<file path="src/rtl/ordered_list_manager_core_defines.svh">
// ============================================================================
// Ordered list manager assertion macros
// Shared concurrent assertion forms, clocked on aclk and quiet in reset.
// ============================================================================
`ifndef ORDERED_LIST_MANAGER_CORE_DEFINES_SVH
`define ORDERED_LIST_MANAGER_CORE_DEFINES_SVH

// A condition that must hold at every clock edge.
`define OLM_ASSERT_ALWAYS(lbl, cond, msg) \
    lbl: assert property (@(posedge aclk) disable iff (!aresetn) (cond)) else $error(msg);

// A condition that must hold whenever the antecedent holds.
`define OLM_ASSERT_IMPL(lbl, ante, cons, msg) \
    lbl: assert property (@(posedge aclk) disable iff (!aresetn) (ante) |-> (cons)) \
        else $error(msg);

`endif

</file>
<file path="src/rtl/olm_pkg.sv">
// ============================================================================
// Ordered list manager package
// Command kinds, status codes, controller states and the command and status
// bundles between the controller and the datapath.
// ============================================================================
package olm_pkg;

    localparam int DEF_CAPACITY = 32;
    localparam int MAX_RESULTS  = 32;
    localparam int NRES_W       = 6;
    localparam int POS_W        = 8;
    localparam int VAL_W        = 32;
    localparam int OUT_CNT_W    = 6;

    typedef enum logic [3:0] {
        K_APPEND    = 4'd0,
        K_PREPEND   = 4'd1,
        K_INSERT_AT = 4'd2,
        K_DEL_LAST  = 4'd3,
        K_DEL_FIRST = 4'd4,
        K_DEL_AT    = 4'd5,
        K_DEL_VALUE = 4'd6,
        K_SEARCH    = 4'd7,
        K_DUMP      = 4'd8
    } kind_t;

    typedef enum logic [2:0] {
        ST_OK       = 3'd0,
        ST_EMPTY    = 3'd1,
        ST_BADPOS   = 3'd2,
        ST_NOTFOUND = 3'd3,
        ST_FULL     = 3'd4
    } status_t;

    typedef enum logic [3:0] {
        S_IDLE, S_DECODE, S_RESP, S_INS_CHK, S_INS_WR, S_REM_CHK, S_REM_WR,
        S_DV_RD, S_DV_CMP, S_SR_RD, S_SR_CMP, S_SR_FIN, S_DP_RD, S_DP_OUT
    } state_t;

    typedef enum logic [2:0] {
        IDX_HOLD, IDX_FILL, IDX_ZERO, IDX_POS, IDX_INC, IDX_DEC
    } idx_op_t;

    typedef enum logic [1:0] {TGT_HOLD, TGT_FILL, TGT_ZERO, TGT_POS} tgt_op_t;
    typedef enum logic [1:0] {RD_IDX, RD_PREV, RD_NEXT} rd_sel_t;
    typedef enum logic {WR_SHIFT, WR_NEW} wr_sel_t;
    typedef enum logic [1:0] {FILL_HOLD, FILL_INC, FILL_DEC} fill_op_t;
    typedef enum logic [1:0] {EM_NONE, EM_CODE, EM_PEND, EM_DUMP} emit_t;

    typedef struct packed {
        logic     load;
        idx_op_t  idx_op;
        tgt_op_t  tgt_op;
        logic     rd_en;
        rd_sel_t  rd_sel;
        logic     wr_en;
        wr_sel_t  wr_sel;
        fill_op_t fill_op;
        logic     set_code;
        status_t  code;
        logic     pend_set;
        logic     pend_clr;
        logic     nres_clr;
        emit_t    emit;
        logic     emit_last;
    } olm_cmd_t;

    typedef struct packed {
        kind_t kind;
        logic  empty;
        logic  full;
        logic  badpos_ins;
        logic  badpos_del;
        logic  idx_gt_tgt;
        logic  rem_more;
        logic  idx_at_end;
        logic  match;
        logic  pend_valid;
        logic  cap;
        logic  out_free;
        logic  dump_end;
    } olm_stat_t;

endpackage

</file>
<file path="src/rtl/ordered_list_manager_core.sv">
// ============================================================================
// Ordered list manager core
// Keeps an ordered list of signed 32-bit values under streamed requests.
// ============================================================================
// One request is worked at a time. Each entry that is moved, compared or
// dumped is first read from the element store into a register and then
// written, tested or sent on, in a separate controller state. Requests whose
// results are several (search, dump) give one result per match or entry,
// the final one with tlast set, and at most 32 of them. No clearing pass is
// needed after reset.
module ordered_list_manager_core
    import olm_pkg::*;
#(
    parameter int CAPACITY = DEF_CAPACITY
) (
    input  logic        aclk,
    input  logic        aresetn,
    input  logic        s_tvalid,
    output logic        s_tready,
    input  logic [39:0] s_tdata,   // position[7:0], item_value[39:8]
    input  logic [3:0]  s_tuser,   // kind[3:0]
    output logic        m_tvalid,
    input  logic        m_tready,
    output logic [47:0] m_tdata,   // found_position[5:0], entry_value[37:6],
                                   // list_length[43:38], zeros above
    output logic [2:0]  m_tuser,   // status[2:0]
    output logic        m_tlast
);

    olm_cmd_t  cmd;
    olm_stat_t stat;

    olm_ctrl u_ctrl (
        .aclk     (aclk),
        .aresetn  (aresetn),
        .s_tvalid (s_tvalid),
        .s_tready (s_tready),
        .stat     (stat),
        .cmd      (cmd)
    );

    olm_datapath #(
        .CAPACITY (CAPACITY)
    ) u_datapath (
        .aclk     (aclk),
        .aresetn  (aresetn),
        .s_tvalid (s_tvalid),
        .s_tdata  (s_tdata),
        .s_tuser  (s_tuser),
        .m_tready (m_tready),
        .m_tvalid (m_tvalid),
        .m_tdata  (m_tdata),
        .m_tuser  (m_tuser),
        .m_tlast  (m_tlast),
        .cmd      (cmd),
        .stat     (stat)
    );

endmodule

</file>
<file path="src/rtl/olm_datapath.sv">
// ============================================================================
// Ordered list manager datapath
// Element store, fill level, scan index, compare and the result register.
// ============================================================================
`include "ordered_list_manager_core_defines.svh"

module olm_datapath
    import olm_pkg::*;
#(
    parameter int CAPACITY = DEF_CAPACITY
) (
    input  logic             aclk,
    input  logic             aresetn,
    input  logic             s_tvalid,
    input  logic [39:0]      s_tdata,
    input  logic [3:0]       s_tuser,
    input  logic             m_tready,
    output logic             m_tvalid,
    output logic [47:0]      m_tdata,
    output logic [2:0]       m_tuser,
    output logic             m_tlast,
    input  olm_cmd_t         cmd,
    output olm_stat_t        stat
);

    localparam int CW = $clog2(CAPACITY + 1);
    localparam int AW = $clog2(CAPACITY);

    logic [VAL_W-1:0] mem [CAPACITY];

    kind_t             kind_reg;
    logic [POS_W-1:0]  pos_reg;
    logic [VAL_W-1:0]  val_reg;
    logic [CW-1:0]     fill_reg, idx_reg, idx_next, tgt_reg, pend_reg;
    logic              pend_valid_reg;
    logic [NRES_W-1:0] nres_reg;
    logic [VAL_W-1:0]  rd_data_reg;
    status_t           code_reg;

    logic              out_valid_reg;
    status_t           out_status_reg;
    logic [OUT_CNT_W-1:0] out_pos_reg, out_len_reg;
    logic [VAL_W-1:0]  out_val_reg;
    logic              out_last_reg;

    logic [CW-1:0]     rd_idx;
    logic [CW:0]       idx_plus1, fill_plus1;
    logic [POS_W:0]    pos_ext;
    logic              out_free;

    assign idx_plus1  = {1'b0, idx_reg} + 1'b1;
    assign fill_plus1 = {1'b0, fill_reg} + 1'b1;
    assign pos_ext    = {1'b0, pos_reg};
    assign out_free   = !out_valid_reg || m_tready;

    always_comb begin
        case (cmd.rd_sel)
            RD_PREV: rd_idx = idx_reg - 1'b1;
            RD_NEXT: rd_idx = idx_plus1[CW-1:0];
            default: rd_idx = idx_reg;
        endcase
    end

    always_comb begin
        case (cmd.idx_op)
            IDX_FILL: idx_next = fill_reg;
            IDX_ZERO: idx_next = '0;
            IDX_POS:  idx_next = CW'(pos_reg - 1'b1);
            IDX_INC:  idx_next = idx_plus1[CW-1:0];
            IDX_DEC:  idx_next = idx_reg - 1'b1;
            default:  idx_next = idx_reg;
        endcase
    end

    // Store: one write and one registered read per cycle.
    always_ff @(posedge aclk) begin
        if (cmd.wr_en) begin
            if (cmd.wr_sel == WR_NEW) begin
                mem[tgt_reg[AW-1:0]] <= val_reg;
            end else begin
                mem[idx_reg[AW-1:0]] <= rd_data_reg;
            end
        end
        if (cmd.rd_en) begin
            rd_data_reg <= mem[rd_idx[AW-1:0]];
        end
    end

    always_ff @(posedge aclk) begin
        if (cmd.load) begin
            kind_reg <= kind_t'(s_tuser);
            pos_reg  <= s_tdata[POS_W-1:0];
            val_reg  <= s_tdata[POS_W +: VAL_W];
        end
        idx_reg <= idx_next;
        case (cmd.tgt_op)
            TGT_FILL: tgt_reg <= fill_reg;
            TGT_ZERO: tgt_reg <= '0;
            TGT_POS:  tgt_reg <= CW'(pos_reg - 1'b1);
            default:  tgt_reg <= tgt_reg;
        endcase
        if (cmd.set_code) begin
            code_reg <= cmd.code;
        end
        if (cmd.pend_set) begin
            pend_reg <= idx_plus1[CW-1:0];
        end
        if (cmd.emit != EM_NONE) begin
            out_status_reg <= (cmd.emit == EM_CODE) ? code_reg : ST_OK;
            out_last_reg   <= cmd.emit_last;
            out_len_reg    <= OUT_CNT_W'(fill_reg);
            case (cmd.emit)
                EM_PEND: begin
                    out_pos_reg <= OUT_CNT_W'(pend_reg);
                    out_val_reg <= '0;
                end
                EM_DUMP: begin
                    out_pos_reg <= OUT_CNT_W'(idx_plus1);
                    out_val_reg <= rd_data_reg;
                end
                default: begin
                    out_pos_reg <= '0;
                    out_val_reg <= '0;
                end
            endcase
        end
    end

    always_ff @(posedge aclk) begin
        if (!aresetn) begin
            fill_reg       <= '0;
            pend_valid_reg <= 1'b0;
            nres_reg       <= '0;
            out_valid_reg  <= 1'b0;
        end else begin
            case (cmd.fill_op)
                FILL_INC: fill_reg <= fill_reg + 1'b1;
                FILL_DEC: fill_reg <= fill_reg - 1'b1;
                default:  fill_reg <= fill_reg;
            endcase
            if (cmd.pend_clr) begin
                pend_valid_reg <= 1'b0;
            end else if (cmd.pend_set) begin
                pend_valid_reg <= 1'b1;
            end
            if (cmd.nres_clr) begin
                nres_reg <= '0;
            end else if (cmd.emit == EM_PEND || cmd.emit == EM_DUMP) begin
                nres_reg <= nres_reg + 1'b1;
            end
            if (cmd.emit != EM_NONE) begin
                out_valid_reg <= 1'b1;
            end else if (m_tready) begin
                out_valid_reg <= 1'b0;
            end
        end
    end

    always_comb begin
        stat.kind       = kind_reg;
        stat.empty      = (fill_reg == '0);
        stat.full       = (fill_reg == CW'(CAPACITY));
        stat.badpos_ins = (pos_reg == '0) || (pos_ext > (POS_W+1)'(fill_plus1));
        stat.badpos_del = (pos_reg == '0) || (pos_ext > (POS_W+1)'(fill_reg));
        stat.idx_gt_tgt = (idx_reg > tgt_reg);
        stat.rem_more   = (idx_plus1 < {1'b0, fill_reg});
        stat.idx_at_end = (idx_reg == fill_reg);
        stat.match      = (rd_data_reg == val_reg);
        stat.pend_valid = pend_valid_reg;
        stat.cap        = (nres_reg == NRES_W'(MAX_RESULTS - 1));
        stat.out_free   = out_free;
        stat.dump_end   = (idx_plus1 == {1'b0, fill_reg}) ||
                          (nres_reg == NRES_W'(MAX_RESULTS - 1));
    end

    assign m_tvalid = out_valid_reg;
    assign m_tdata  = {4'b0, out_len_reg, out_val_reg, out_pos_reg};
    assign m_tuser  = out_status_reg;
    assign m_tlast  = out_last_reg;

    `OLM_ASSERT_ALWAYS(a_fill_bound, fill_reg <= CW'(CAPACITY), "fill level above capacity")
    `OLM_ASSERT_IMPL(a_emit_free, cmd.emit != EM_NONE, out_free, "result overwritten")
    `OLM_ASSERT_IMPL(a_grow_room, cmd.fill_op == FILL_INC, fill_reg < CW'(CAPACITY),
        "insert into full list")
    `OLM_ASSERT_IMPL(a_load_valid, cmd.load, s_tvalid, "request loaded without valid")

endmodule

</file>
<file path="src/rtl/olm_ctrl.sv">
// ============================================================================
// Ordered list manager controller
// Sequences each request through the checks, shifts, scans and results.
// ============================================================================
module olm_ctrl
    import olm_pkg::*;
(
    input  logic      aclk,
    input  logic      aresetn,
    input  logic      s_tvalid,
    output logic      s_tready,
    input  olm_stat_t stat,
    output olm_cmd_t  cmd
);

    state_t state_reg, state_next;

    always_ff @(posedge aclk) begin
        if (!aresetn) begin
            state_reg <= S_IDLE;
        end else begin
            state_reg <= state_next;
        end
    end

    always_comb begin
        state_next = state_reg;
        s_tready   = 1'b0;
        cmd        = '0;
        cmd.idx_op = IDX_HOLD;
        cmd.tgt_op = TGT_HOLD;
        cmd.rd_sel = RD_IDX;
        cmd.wr_sel = WR_SHIFT;
        cmd.fill_op = FILL_HOLD;
        cmd.code   = ST_OK;
        cmd.emit   = EM_NONE;

        unique case (state_reg)
            S_IDLE: begin
                s_tready = 1'b1;
                if (s_tvalid) begin
                    cmd.load   = 1'b1;
                    state_next = S_DECODE;
                end
            end
            S_DECODE: begin
                cmd.set_code = 1'b1;
                state_next   = S_RESP;
                unique case (stat.kind)
                    K_APPEND, K_PREPEND: begin
                        if (stat.full) begin
                            cmd.code = ST_FULL;
                        end else begin
                            cmd.tgt_op = (stat.kind == K_APPEND) ? TGT_FILL : TGT_ZERO;
                            cmd.idx_op = IDX_FILL;
                            state_next = S_INS_CHK;
                        end
                    end
                    K_INSERT_AT: begin
                        if (stat.empty) begin
                            cmd.tgt_op = TGT_ZERO;
                            cmd.idx_op = IDX_FILL;
                            state_next = S_INS_CHK;
                        end else if (stat.badpos_ins) begin
                            cmd.code = ST_BADPOS;
                        end else if (stat.full) begin
                            cmd.code = ST_FULL;
                        end else begin
                            cmd.tgt_op = TGT_POS;
                            cmd.idx_op = IDX_FILL;
                            state_next = S_INS_CHK;
                        end
                    end
                    K_DEL_LAST: begin
                        if (stat.empty) begin
                            cmd.code = ST_EMPTY;
                        end else begin
                            cmd.fill_op = FILL_DEC;
                        end
                    end
                    K_DEL_FIRST: begin
                        if (stat.empty) begin
                            cmd.code = ST_EMPTY;
                        end else begin
                            cmd.idx_op = IDX_ZERO;
                            state_next = S_REM_CHK;
                        end
                    end
                    K_DEL_AT: begin
                        if (stat.empty) begin
                            cmd.code = ST_EMPTY;
                        end else if (stat.badpos_del) begin
                            cmd.code = ST_BADPOS;
                        end else begin
                            cmd.idx_op = IDX_POS;
                            state_next = S_REM_CHK;
                        end
                    end
                    K_DEL_VALUE, K_SEARCH, K_DUMP: begin
                        if (stat.empty) begin
                            cmd.code = ST_EMPTY;
                        end else begin
                            cmd.idx_op   = IDX_ZERO;
                            cmd.pend_clr = 1'b1;
                            cmd.nres_clr = 1'b1;
                            state_next = (stat.kind == K_DEL_VALUE) ? S_DV_RD :
                                         (stat.kind == K_SEARCH) ? S_SR_RD : S_DP_RD;
                        end
                    end
                    default: ;
                endcase
            end
            S_RESP: begin
                if (stat.out_free) begin
                    cmd.emit      = EM_CODE;
                    cmd.emit_last = 1'b1;
                    state_next    = S_IDLE;
                end
            end
            // Insert: move entries up one place from the top down to the target.
            S_INS_CHK: begin
                if (stat.idx_gt_tgt) begin
                    cmd.rd_en  = 1'b1;
                    cmd.rd_sel = RD_PREV;
                    state_next = S_INS_WR;
                end else begin
                    cmd.wr_en    = 1'b1;
                    cmd.wr_sel   = WR_NEW;
                    cmd.fill_op  = FILL_INC;
                    cmd.set_code = 1'b1;
                    state_next   = S_RESP;
                end
            end
            S_INS_WR: begin
                cmd.wr_en  = 1'b1;
                cmd.idx_op = IDX_DEC;
                state_next = S_INS_CHK;
            end
            // Remove: move entries down one place from the hole to the end.
            S_REM_CHK: begin
                if (stat.rem_more) begin
                    cmd.rd_en  = 1'b1;
                    cmd.rd_sel = RD_NEXT;
                    state_next = S_REM_WR;
                end else begin
                    cmd.fill_op  = FILL_DEC;
                    cmd.set_code = 1'b1;
                    state_next   = S_RESP;
                end
            end
            S_REM_WR: begin
                cmd.wr_en  = 1'b1;
                cmd.idx_op = IDX_INC;
                state_next = S_REM_CHK;
            end
            S_DV_RD: begin
                if (stat.idx_at_end) begin
                    cmd.set_code = 1'b1;
                    cmd.code     = ST_NOTFOUND;
                    state_next   = S_RESP;
                end else begin
                    cmd.rd_en  = 1'b1;
                    state_next = S_DV_CMP;
                end
            end
            S_DV_CMP: begin
                if (stat.match) begin
                    state_next = S_REM_CHK;
                end else begin
                    cmd.idx_op = IDX_INC;
                    state_next = S_DV_RD;
                end
            end
            // Search holds one match back so that the final one can carry last.
            S_SR_RD: begin
                if (stat.idx_at_end) begin
                    if (stat.pend_valid) begin
                        state_next = S_SR_FIN;
                    end else begin
                        cmd.set_code = 1'b1;
                        cmd.code     = ST_NOTFOUND;
                        state_next   = S_RESP;
                    end
                end else begin
                    cmd.rd_en  = 1'b1;
                    state_next = S_SR_CMP;
                end
            end
            S_SR_CMP: begin
                if (!stat.match) begin
                    cmd.idx_op = IDX_INC;
                    state_next = S_SR_RD;
                end else if (!stat.pend_valid) begin
                    cmd.pend_set = 1'b1;
                    cmd.idx_op   = IDX_INC;
                    state_next   = S_SR_RD;
                end else if (stat.out_free) begin
                    cmd.emit      = EM_PEND;
                    cmd.emit_last = stat.cap;
                    if (stat.cap) begin
                        state_next = S_IDLE;
                    end else begin
                        cmd.pend_set = 1'b1;
                        cmd.idx_op   = IDX_INC;
                        state_next   = S_SR_RD;
                    end
                end
            end
            S_SR_FIN: begin
                if (stat.out_free) begin
                    cmd.emit      = EM_PEND;
                    cmd.emit_last = 1'b1;
                    state_next    = S_IDLE;
                end
            end
            S_DP_RD: begin
                cmd.rd_en  = 1'b1;
                state_next = S_DP_OUT;
            end
            S_DP_OUT: begin
                if (stat.out_free) begin
                    cmd.emit      = EM_DUMP;
                    cmd.emit_last = stat.dump_end;
                    if (stat.dump_end) begin
                        state_next = S_IDLE;
                    end else begin
                        cmd.idx_op = IDX_INC;
                        state_next = S_DP_RD;
                    end
                end
            end
            default: state_next = S_IDLE;
        endcase
    end

endmodule
</file>
<file path="config.mk">
export PLATFORM = sky130hd
export DESIGN_NAME = ordered_list_manager_core
export DESIGN_NICKNAME = d
export VERILOG_FILES = /design/src/rtl/olm_pkg.sv /design/src/rtl/ordered_list_manager_core.sv /design/src/rtl/olm_datapath.sv /design/src/rtl/olm_ctrl.sv
export VERILOG_INCLUDE_DIRS = /design/src /design/src/rtl
export SDC_FILE = /design/constraint.sdc
export NUM_CORES = 2
export LEC_CHECK = 0
export BUFFER_PORTS_ARGS = -buffer_cell sky130_fd_sc_hd__clkbuf_2
export CAP_MARGIN = 40
export CORE_UTILIZATION = 30
export CTS_CLUSTER_DIAMETER = 120
export DETAILED_ROUTE_END_ITERATION = 12
export PLACE_DENSITY_LB_ADDON = 0.05
export SETUP_SLACK_MARGIN = 0.05
export SLEW_MARGIN = 30
export SYNTH_ARGS = -nofsm -noshare
export SYNTH_HDL_FRONTEND = slang
export SYNTH_SLANG_ARGS = --single-unit
</file>
<file path="constraint.sdc">
create_clock -name aclk -period 10.7 [get_ports aclk]
set_clock_uncertainty 0.05 [all_clocks]
set_input_delay 2.675 -clock aclk [delete_from_list [all_inputs] [get_ports aclk]]
set_output_delay 2.675 -clock aclk [all_outputs]
set_load 0.1 [all_outputs]
</file>
==> impl_metrics.yaml <==
synth:
  syn_inst: 3406
  syn_avg_cell_area_um2: 14.6
  synthFlopType: "edfxtp_1"
  synth_cell_types: 75
  yosys_warnings: 0
  syn-cell-area_um2: 49600
  async_flop_share_pct: 0
  synth_seq_cells: 1187
  yosysSeqAreaShare_pct: 71.5
  synth-edff-count: 1169
cells_and_area:
  fin_util_pct: 35.6
  regArea_um2: 35500
  multi_input_area_um2: 13300
  drive_gt1_share_pct: 15.5
  fill_cells: 15500
  nets: 3620
  largest_reg_flops: 1024
  final_common_cell: "edfxtp_1"
  area_growth_pct: 17.1
  layout_common_cells: "edfxtp_1, nand2_1, and2_1, a211oi_1, mux2i_1"
floorplanning:
  die_height_um: 409
  ios: 102
  initial_core_util_pct: 30.4
  core_area_um2: 164000
  die_area_um2: 167000
  die_w_um: 409
  rows: 148
global_route:
  grt_pass1_wl_um: 233000
  grt_antenna_before_repair: 7
  grtUsageTotal_pct: 19.8
  grt-ovfl-total: 0
  grt_pass1_vias: 30200
  grt_max_degree: 143
placed_design:
  hpwl_um: 93600
  io_buffers: 97
  dp_slack_ns: 3.89
  gp_congestion: 0.835
worst_setup_path:
  cp_max_fo: 142
  cp.required_ns: 11.15
  critical_path_class: "reg2reg"
  path_cells: "ha_1 > nand3_1 > xnor2_1 > ha_1 > a21o_1 > a2111oi_0 > clkbuf_1 > nand3_1 > ha_1 > nand2_1 > o21ai_4 > buf_12 > buf_4 > mux2i_1 > mux2i_1 > mux2_2 > o32ai_1 > a221oi_2"
  cpPeakStageDelay_ns: 0.64
  slowest_stage: "edfxtp_1"
  endpoint_kind: "flop"
  arrival_ns: 7.29
  cp_common_cell: "ha_1"
  start_kind: "flop"
power_and_ir_drop:
  cellLeakagePower_nw: 19.2
  powerDensity_nw_per_um2: 212
  irDropWorstVdd_uv: 216
timing:
  setup_viol: 0
  worst_pin_slew_ns: 1.05
  setup_ws_ns: 3.86
  post-route-period-util_pct: 63.9
  slew_violations: 0
  fmax_mhz: 146
  finalHoldViolCount: 0
  fin_setup_tns_ns: 0
  holdWs_ns: 0.447
  min_period_ns: 6.84
  rsz0062_at_grt: "no"
  slew_headroom_pct: 29.2
drt:
  postRouteAntennaNets: 0
  wl_met3_um: 8520
  wl_per_cell_um: 28.7
  drc: 0
  dr.pass1.iters: 6
  highest_layer: "met4"
  met1_length_um: 77700
  via_per_inst: 5.20
  route.vias.total: 30300
  drt_iter0_markers: 2686
  wl_met2_um: 76500
  finalWirelength_um: 167000
clocking:
  cts_hold_buf: 0
  clk_pin_slew_ns: 0.06
  clock_latency_ns: 0.79
  cts.sinks: 1187
  cts_buffer_depth: 3
  htree_levels: 4
  cts-resized-gates: 0
  cts_root_buf: "clkbuf_16"
  cts_tree: "built"
  cts_inserted_buffers: 141
  post_cts_buffers: 0
worst_hold_path:
  hp-class: "reg2reg"
outcome:
  status: "completed"
flow_run:
  maxCapViolations: 0
==> worst max-delay path, delay by kind of cell, from the launching register on <==
family	cells	cell delay (ns)
mux	3	0.65
xor+xnor	1	0.54
simple gates	3	0.48
compound gates	5	1.29
flops	1	0.64
fa+ha+maj	3	1.34
buf+inv	3	1.18
==> cells by family after synthesis <==
kind of cell    after synthesis  synth area share, %
buf+inv                     273                 2.47
xor+xnor                     60                 1.06
simple gates                958                 8.96
flops                      1187                 71.5
other cells                   1              0.00756
compound gates              660                 10.4
fa+ha+maj                    39                0.998
mux                         228                 4.68
==> layout make-up <==
cell class | count | area share [%]
inverter | 39 | 0.252
tap | 2175 | 4.68
timing repair buffer | 215 | 3.42
clock inverter | 84 | 1.46
antenna | 1 | 0.00430
sequential | 1187 | 61.0
clock buffer | 165 | 6.26
multi-input combinational | 1949 | 22.9
==> cell usage after synthesis, drive strengths merged, types with 34 or more instances <==
cell       n  area (µm²)
a21oi     98         490
a211oi   199        1490
ha        38         475
inv       39         146
mux2      34         383
clkbuf   152         571
and2     201        1260
mux2i    194        1940
edfxtp  1169       35100
a31oi     70         438
buf       82         511
xnor2     47         412
and3      38         238
nor2      79         297
nand2    542        2030
a311oi   129        1280
==> through the flow <==
step,power (mW),area [µm²],std cells
floorplan,7.01,49600,3409
global placement,7.66,52700,5511
detailed placement,7.74,53500,5559
CTS,12.5,58000,5808
global route,12.8,58100,5814
finish,12.3,58100,5815
==> routing by layer <==
layer / global-route usage [%] / vias to the layer above
met2: 31.0 / 883
li1: - / 13400
met3: 3.41 / 230
met4: 5.50 / 0
met1: 28.0 / 15800
met5: 0 / -
==> worst paths after layout <==
path / from / end / slack [ns] / cells after the start
worst max-delay path: u_datapath.idx_reg[0] / u_datapath.rd_data_reg[16] / 3.86 / 18
worst min-delay path: u_datapath.nres_reg[5] / u_datapath.nres_reg[5] / 0.45 / 2
worst max register to register: u_datapath.idx_reg[0] / u_datapath.rd_data_reg[16] / 3.86 / 18
worst min register to register: u_datapath.nres_reg[5] / u_datapath.nres_reg[5] / 0.45 / 2
==> power by group <==
part / switching, mW / internal [mW] / leakage (nW) / total (mW)
combinational: 1.49 / 0.500 / 6.30 / 2.00
clock: 1.99 / 2.70 / 2.17 / 4.69
sequential: 0.127 / 5.52 / 10.7 / 5.65
Note: power is estimated with default switching activity, not from simulation.
